File: config.mk
export PLATFORM = sky130hd
export DESIGN_NAME = qph_mod_unit
export DESIGN_NICKNAME = d
export VERILOG_FILES = /design/src/rtl/quadratic_probe_hash_insert_unit_defines.svh /design/src/rtl/qph_pkg.sv /design/src/rtl/qph_mod_unit.sv
export SDC_FILE = /design/constraint.sdc
export NUM_CORES = 1
export LEC_CHECK = 0
export BUFFER_PORTS_ARGS = -buffer_cell sky130_fd_sc_hd__clkbuf_2
export CAP_MARGIN = 10
export CORE_MARGIN = 5
export CORE_UTILIZATION = 60
export DETAILED_ROUTE_END_ITERATION = 7
export HOLD_SLACK_MARGIN = 0.12
export PLACE_DENSITY_LB_ADDON = 0.3
export SETUP_SLACK_MARGIN = 0.2
export SYNTH_ARGS = -nofsm -noshare
export SYNTH_HDL_FRONTEND = slang
export SYNTH_SLANG_ARGS = --single-unit
File: constraint.sdc
create_clock -name clk -period 3.7 [get_ports clk]
set_clock_uncertainty 0.05 [all_clocks]
set_input_delay 0.185 -clock clk [delete_from_list [all_inputs] [get_ports clk]]
set_output_delay 0.185 -clock clk [all_outputs]
set_load 0.05 [all_outputs]
File: src/rtl/quadratic_probe_hash_insert_unit_defines.svh
// assertion macros shared by the hash insert unit
`ifndef QUADRATIC_PROBE_HASH_INSERT_UNIT_DEFINES_SVH
`define QUADRATIC_PROBE_HASH_INSERT_UNIT_DEFINES_SVH

// same-cycle implication, disabled while reset is held
`define QPH_ASSERT_IMP(lbl, clk, rst_n, ante, cons, msg) \
    lbl: assert property (@(posedge clk) disable iff (!rst_n) (ante) |-> (cons)) \
        else $error(msg);

// next-cycle implication, disabled while reset is held
`define QPH_ASSERT_NXT(lbl, clk, rst_n, ante, cons, msg) \
    lbl: assert property (@(posedge clk) disable iff (!rst_n) (ante) |=> (cons)) \
        else $error(msg);

`endif

File: src/rtl/qph_pkg.sv
// shared constants, types and helpers of the hash insert unit
`timescale 1ns / 1ps

package qph_pkg;

    localparam int SIZE_BITS     = 14;
    localparam int KEY_PORT_BITS = 16;
    localparam int TAG_BITS      = 16;
    localparam int SLOT_BITS     = 13;
    localparam int COLL_BITS     = 32;
    localparam int OCC_BITS      = 14;

    localparam int DEFAULT_TABLE_DEPTH = 8192;
    localparam int DEFAULT_KEY_BITS    = 16;

    localparam logic [SIZE_BITS-1:0] SIZE_RESET = 14'd8192;
    localparam logic [OCC_BITS-1:0]  OCC_MAX    = 14'h3FFF;
    localparam logic [COLL_BITS-1:0] COLL_MAX   = 32'hFFFF_FFFF;

    localparam logic OP_INSERT = 1'b0;
    localparam logic OP_CLEAR  = 1'b1;

    // memory port controls from the sequencer
    typedef struct packed {
        logic wr_key;
        logic wr_tag;
        logic rd_en;
    } qph_mem_ctl_t;

    // stored key width: the key port never carries more than its own bits
    function automatic int key_width(input int kb);
        return (kb < KEY_PORT_BITS) ? kb : KEY_PORT_BITS;
    endfunction

endpackage

File: src/rtl/qph_mod_unit.sv
// iterative remainder unit, one dividend bit per cycle
`timescale 1ns / 1ps

module qph_mod_unit
    import qph_pkg::*;
#(
    parameter int TABLE_DEPTH = DEFAULT_TABLE_DEPTH,
    parameter int KEY_BITS    = DEFAULT_KEY_BITS
)
(
    input  logic                                    clk,
    input  logic                                    rst_n,
    input  logic                                    start,
    input  logic [key_width(KEY_BITS)-1:0]          dividend,
    input  logic [$clog2(TABLE_DEPTH+1)-1:0]        divisor,
    output logic                                    done,
    output logic [$clog2(TABLE_DEPTH+1)-1:0]        remainder
);

    localparam int KW  = key_width(KEY_BITS);
    localparam int SZW = $clog2(TABLE_DEPTH+1);
    localparam int CW  = $clog2(KW);

    logic          busy_reg, busy_next;
    logic          done_reg, done_next;
    logic [CW-1:0] cnt_reg, cnt_next;
    logic [KW-1:0] quo_reg, quo_next;
    logic [SZW-1:0] div_reg, div_next;
    logic [SZW-1:0] rem_reg, rem_next;
    logic [SZW:0]   trial;

    always_comb
    begin
        trial     = {rem_reg, quo_reg[KW-1]};
        busy_next = busy_reg;
        done_next = 1'b0;
        cnt_next  = cnt_reg;
        quo_next  = quo_reg;
        div_next  = div_reg;
        rem_next  = rem_reg;
        if (start)
        begin
            busy_next = 1'b1;
            cnt_next  = '0;
            quo_next  = dividend;
            div_next  = divisor;
            rem_next  = '0;
        end
        else if (busy_reg)
        begin
            // restoring step: remainder stays below the divisor
            if (trial >= {1'b0, div_reg})
            begin
                rem_next = SZW'(trial - {1'b0, div_reg});
            end
            else
            begin
                rem_next = SZW'(trial);
            end
            quo_next = {quo_reg[KW-2:0], 1'b0};
            cnt_next = cnt_reg + 1'b1;
            if (cnt_reg == CW'(KW-1))
            begin
                busy_next = 1'b0;
                done_next = 1'b1;
            end
        end
    end

    always_ff @(posedge clk or negedge rst_n)
    begin
        if (!rst_n)
        begin
            busy_reg <= 1'b0;
            done_reg <= 1'b0;
            cnt_reg  <= '0;
        end
        else
        begin
            busy_reg <= busy_next;
            done_reg <= done_next;
            cnt_reg  <= cnt_next;
        end
    end

    always_ff @(posedge clk)
    begin
        quo_reg <= quo_next;
        div_reg <= div_next;
        rem_reg <= rem_next;
    end

    assign done      = done_reg;
    assign remainder = rem_reg;

endmodule

==> run metrics, run 1 <==
Vias/cell=about 5.5; fillers=roughly 280; drt total wl=~5400 um; Crit Path Max Fanout=3; clk sinks=50; clock power share=between 10% and 20%; multi-input logic area=between 0.001 and 0.0015 mm^2; Nets=358; fraction of registers with async set/reset=a little under an eighth; Fmax=between 300 and 400 MHz; status=finished, final reports clean; Setup crit start kind=register; root buf cell=clkbuf_8; final worst path period share=73.7%; Reg area=between 0.001 and 0.0015 mm^2; Die ar.=between 0.005 and 0.006 mm^2; proportion of layout cells with a drive suffix above 1=23.2%; Die Ht=76.8 um; # setup viols final=0; maximum VDD drop=0.000279 V; WL per Instance=approximately 15 um; fin. max-slew vios=0; cell area after synthesis=between 0.002 and 0.003 mm^2; largest net degree at the start of global routing=46; unrepaired setup endpoints after global routing=no; hold_buf cts=26; commonest non-fill, non-tap cell in the layout=clkbuf_2; Yosys cell types=47; Setup Buffers After CTS=0; number of global-route vias before repair=between 2000 and 2500; Hold WC Path Type=in2reg; critical-path cell list=inv_1 > ha_1 > inv_1 > fa_1 > a211oi_2 > o21bai_1 > nor4_4 > o21ai_2 > a2111oi_2 > nor4b_1 > a2111oi_2; Net Sw Frac=approximately 42%; Crit Path Category=reg2reg; Reg power frac=35.2%; Rows=24; Seq/Total Area, Yosys=roughly half; Placer Congestion=0.859; top_reg_cell synth=edfxtp_1; DRC=0; initial antenna violation count=0; first-pass GRT wire length=~9400 um; CP bufs+invs=2; synthesized net count=around 280; Area Overhead vs Synth=23.5%; Mapped Cells=about 230; PwrDens=657 mW/mm^2; diode count=0; First-pass DRT Iterations=4; Worst path top cell family by delay=compound AO/OA/AOI/OAI gates; yosys warns=0; Die Span X=76.8 um; Post-synth EDFFs=30; CP required=3860 ps; GRT overflow=0; final core occ=76.0%; internal cell power=1.25 mW; post_cts resized=0; Sw Pwr=0.924 mW; core area=between 0.004 and 0.005 mm^2; IO buf count=47; synthesized area per cell=11.5 um^2; Inserted Clock Buffers=5; Worst Tran Pin Value=roughly 610 ps; clock latency at the later pin of the worst-skew pair=around 300 ps; maximum root-to-sink buffer count=2; fin cells=~360; leakage power=about 1.4 nW; Critical Path AT=2880 ps; DRT iter0 DRCs=186; vias=2000; Final Hold Fails=0; most frequent cells in the layout=clkbuf_2, edfxtp_1, dlygate4sd3_1; GRT Util Overall=slightly below 20%; CTS tree=yes; Comb pwr share=about half; DP HPWL=~3600 um; slowest CP cell=fa_1; Slew headroom=about three fifths; Seq cells post-synth=50; Reg clk slew, reported paths=~90 ps; H-tree levels=2; placed cells=328; Final min period=roughly 2700 ps; I/O pins=48; Critical Path End Type=register; initial core utilization=between 60% and 70%; Antenna Nets Post-Route=0; TNS Setup=0 ps; max_cap viols=0; Max stage delay on crit path=440 ps; Largest register FFs=16
[final timing paths]
path	endpoint	depth (start not counted)	slack (ps)	from
hold / removal	quo_reg[12]	2	130	dividend[12]
hold reg to reg	remainder[10]	2	440	remainder[10]
setup / recovery	remainder[12]	11	970	quo_reg[15]
max in group asynchronous	cnt_reg[0]	2	3280	rst_n
min in group asynchronous	done	2	170	rst_n
setup reg to reg	remainder[12]	11	970	quo_reg[15]
[cells in the mapped netlist (2+ instances only)]
cell | number | area, um^2
nor4_1 | 2 | 12.5
xnor2_1 | 7 | 61.3
o21ai_0 | 6 | 30.0
o21ai_2 | 2 | 17.5
a21oi_1 | 8 | 40.0
a211oi_1 | 6 | 45.0
xor2_1 | 6 | 52.6
clkbuf_1 | 2 | 7.51
dfrtp_1 | 6 | 150
mux2_1 | 10 | 113
a21o_1 | 3 | 22.5
ha_1 | 15 | 188
mux2_2 | 6 | 67.6
a211oi_2 | 2 | 25.0
a21oi_2 | 2 | 17.5
nor2b_1 | 2 | 12.5
a2111oi_2 | 2 | 30.0
nand3_1 | 4 | 20.0
nand2_1 | 15 | 56.3
nor2_1 | 19 | 71.3
o21ai_1 | 6 | 30.0
edfxtp_1 | 30 | 901
inv_1 | 18 | 67.6
nand4_1 | 2 | 12.5
buf_1 | 3 | 11.3
mux2i_1 | 12 | 120
dfxtp_1 | 14 | 280
and4_1 | 2 | 17.5
nor3_1 | 2 | 10.0
nand2b_1 | 2 | 12.5
[cell type report]
| type | instances | area share, % |
|---|---|---|
| Inverter | 18 | 2.04 |
| Multi-Input combinational cell | 159 | 37.7 |
| Clock inverter | 3 | 0.605 |
| Tap cell | 52 | 1.97 |
| Sequential cell | 50 | 40.2 |
| Timing Repair Buffer | 75 | 15.4 |
| Clock buffer | 5 | 2.08 |
[logic make-up (layout without fill, tap and decap cells)]
| group | Yosys count | in the layout | synth area share [%] |
|---|---|---|---|
| fa+ha+maj | 16 | 16 | 7.75 |
| mux | 28 | 28 | 11.2 |
| xor+xnor | 13 | 13 | 4.25 |
| flops | 50 | 50 | 49.7 |
| simple gates | 57 | 57 | 11.0 |
| compound gates | 45 | 45 | 12.3 |
| buf+inv | 24 | 101 | 3.78 |
[through the flow]
step	power [mW]	setup slack, ps	area, um^2	hold slack (ps)
2_1_floorplan	1.65	1170	2680	-161
3_3_place_gp	1.82	1100	2960	-32.7
3_5_place_dp	1.84	1040	2960	-29.7
4_1_cts	2.18	1000	3310	120
5_1_grt	2.32	783	3310	131
6_report	2.18	973	3310	132
[power groups by stage]
stage | combinational, mW | sequential, mW | clock [mW]
3_3_place_gp | 1.05 | 0.775 | 0
5_1_grt | 1.19 | 0.780 | 0.355
2_1_floorplan | 0.672 | 0.977 | 0
6_report | 1.09 | 0.765 | 0.320
4_1_cts | 1.08 | 0.766 | 0.331
3_5_place_dp | 1.06 | 0.778 | 0
[worst register-to-register path, cell delays in order (launching register included)]
cell       delay [ps]
edfxtp_1          360
inv_1              70
ha_1              160
inv_1              60
fa_1              440
a211oi_2          260
o21bai_1          160
nor4_4            190
o21ai_2           130
a2111oi_2         370
nor4b_1           110
a2111oi_2         280
[routing by layer]
layer | GRT usage (%) | vias up | wire [um]
met5 | 0 | - | 0
met4 | 7.52 | 0 | 116
met3 | 4.10 | 11 | 295
met2 | 33.2 | 55 | 2690
met1 | 24.0 | 930 | 2310
li1 | - | 1004 | -
No activity file was read; power rests on OpenSTA's default activity.
==> inputs of run 2 (changes only) <==
--- a/config.mk
+++ b/config.mk
@@ -8,7 +8,7 @@
 export BUFFER_PORTS_ARGS = -buffer_cell sky130_fd_sc_hd__clkbuf_2
 export CAP_MARGIN = 10
 export CORE_MARGIN = 5
-export CORE_UTILIZATION = 60
+export CORE_UTILIZATION = 56
 export DETAILED_ROUTE_END_ITERATION = 7
 export HOLD_SLACK_MARGIN = 0.12
 export PLACE_DENSITY_LB_ADDON = 0.3
==> constraint.sdc (replaced) <==
create_clock -name clk -period 2.72 [get_ports clk]
set_clock_uncertainty 0.05 [all_clocks]
set_input_delay 0.136 -clock clk [delete_from_list [all_inputs] [get_ports clk]]
set_output_delay 0.136 -clock clk [all_outputs]
set_load 0.05 [all_outputs]
==> run metrics, run 2 (synthesis results as in run 1) <==
status=finished, final reports clean; Comb pwr share=52.3% (+2.2 points); Die ar.=0.00627 mm^2 (+6.2%); Critical Path AT=2610 ps (-270 ps); H-tree levels=2 (unchanged); DP HPWL=3760 um (+4.3%); Critical Path End Type=register; # setup viols final=0 (unchanged); number of global-route vias before repair=2059 (+2.3%); commonest non-fill, non-tap cell in the layout=clkbuf_2; max_cap viols=0 (unchanged); maximum root-to-sink buffer count=2 (unchanged); largest net degree at the start of global routing=45 (-2.2%); Setup crit start kind=register; Slew headroom=60.2% (+0.85 points); Hold WC Path Type=in2async; Worst Tran Pin Value=596 ps (-12.7 ps); CP required=2880 ps (-980 ps); Placer Congestion=0.786 (-8.5%); proportion of layout cells with a drive suffix above 1=26.5% (+3.3 points); initial antenna violation count=0 (unchanged); root buf cell=clkbuf_8; Die Ht=79.2 um (+3.1%); IO buf count=47 (unchanged); Final Hold Fails=0 (unchanged); Crit Path Max Fanout=3 (unchanged); clk sinks=50 (unchanged); vias=2039 (+2.0%); Antenna Nets Post-Route=0 (unchanged); leakage power=1.51 nW (+4.4%); Final min period=2460 ps (-271 ps); unrepaired setup endpoints after global routing=yes; DRC=0 (unchanged); clock latency at the later pin of the worst-skew pair=300 ps (about the same); Reg power frac=33.4% (-1.8 points); Sw Pwr=1.33 mW (+44%); final worst path period share=90.3% (+17 points); GRT overflow=0 (unchanged); clock power share=14.2% (-0.5 points); diode count=0 (unchanged); core area=0.00469 mm^2 (+7.8%); Reg area=0.00133 mm^2 (about the same); Nets=369 (+3.1%); TNS Setup=0 ps (unchanged); R2R Setup Slk=260 ps (-710 ps); initial core utilization=57.1% (-4.4 points); internal cell power=1.80 mW (+44%); Inserted Clock Buffers=5 (unchanged); GRT Util Overall=19.6% (+0.16 points); Largest register FFs=16 (unchanged); most frequent cells in the layout=clkbuf_2, dlygate4sd3_1, edfxtp_1; final core occ=73.6% (-2.4 points); Reg clk slew, reported paths=100 ps (about the same); Net Sw Frac=42.4% (about the same); DRT iter0 DRCs=94 (-49%); drt total wl=5760 um (+6.4%); Fmax=407 MHz (+11%); Vias/cell=5.44 (-1.6%); first-pass GRT wire length=9650 um (+2.9%); I/O pins=48 (unchanged); WL per Instance=15.4 um (+2.7%); Die Span X=79.2 um (+3.1%); maximum VDD drop=0.000461 V (+65%); multi-input logic area=0.00128 mm^2 (+2.5%); Rows=25 (+4.2%); fillers=332 (+18%); First-pass DRT Iterations=4 (unchanged); CTS tree=yes; worst hold slack=126 ps (-5.98 ps); Area Overhead vs Synth=28.9%; fin. max-slew vios=0 (unchanged); PwrDens=906 mW/mm^2 (+38%); Crit Path Category=reg2reg
## run 2: final cells by class
class                      instances  share of cell area [%]
sequential                        50                    38.6
multi-input combinational        159                    37.0
timing repair buffer              86                    17.9
clock buffer                       6                    2.10
inverter                          18                    1.96
tap                               54                    1.96
clock inverter                     2                   0.507
## run 2: per-stage QoR
| step | total power [mW] | setup slack [ps] | instance area (um^2) | cells |
|---|---|---|---|---|
| after floorplan | 2.24 | 221 | 2680 | 233 |
| after global placement | 2.53 | 131 | 2990 | 332 |
| after detailed placement | 2.56 | 19.9 | 2990 | 332 |
| after CTS | 3.10 | 139 | 3430 | 373 |
| after global routing | 3.32 | 41.8 | 3450 | 375 |
| final | 3.13 | 264 | 3450 | 375 |
## run 2: power by group through the flow
stage | Clock (mW) | Combinational, mW | Sequential (mW)
final | 0.446 | 1.64 | 1.05
after global routing | 0.490 | 1.76 | 1.07
after CTS | 0.454 | 1.60 | 1.05
after detailed placement | 0 | 1.50 | 1.06
after global placement | 0 | 1.47 | 1.06
after floorplan | 0 | 0.914 | 1.33
## run 2: critical path: stages (launching register included)
cell and delay, ps:
edfxtp_1 370, inv_1 80, ha_2 180, inv_2 40
fa_2 370, a211oi_2 210, o21bai_2 110, nor4_4 190
o21ai_2 130, a2111oi_4 330, nor4b_2 100, a2111oi_2 200
## run 2: path summary, 6_finish.rpt
| kind | depth (start not counted) | from | to |
|---|---|---|---|
| min in group clk | 5 | start | remainder[11] |
| worst min-delay path | 2 | rst_n | done |
| worst max-delay path | 11 | quo_reg[15] | remainder[12] |
| max in group asynchronous | 2 | rst_n | cnt_reg[0] |
| worst max register to register | 11 | quo_reg[15] | remainder[12] |
| worst min register to register | 2 | remainder[11] | remainder[11] |
## run 2: repair_timing
action | CTS | global route
pin swaps | 8 | 2
cloned | 0 | 0
gates resized for setup | 6 | 1
hold buffers | 31 | 0
setup endpoints to repair | 1 | 12
hold endpoints to repair | 36 | 0
setup buffers | 2 | 2
## run 2: per-layer routing
| layer | part of all wire (%) | global-route usage, % |
|---|---|---|
| met1 | 39 | 23.1 |
| met2 | 53 | 35.7 |
| met3 | 5.1 | 3.29 |
| met4 | 1.9 | 7.22 |
| met5 | 0 | 0 |
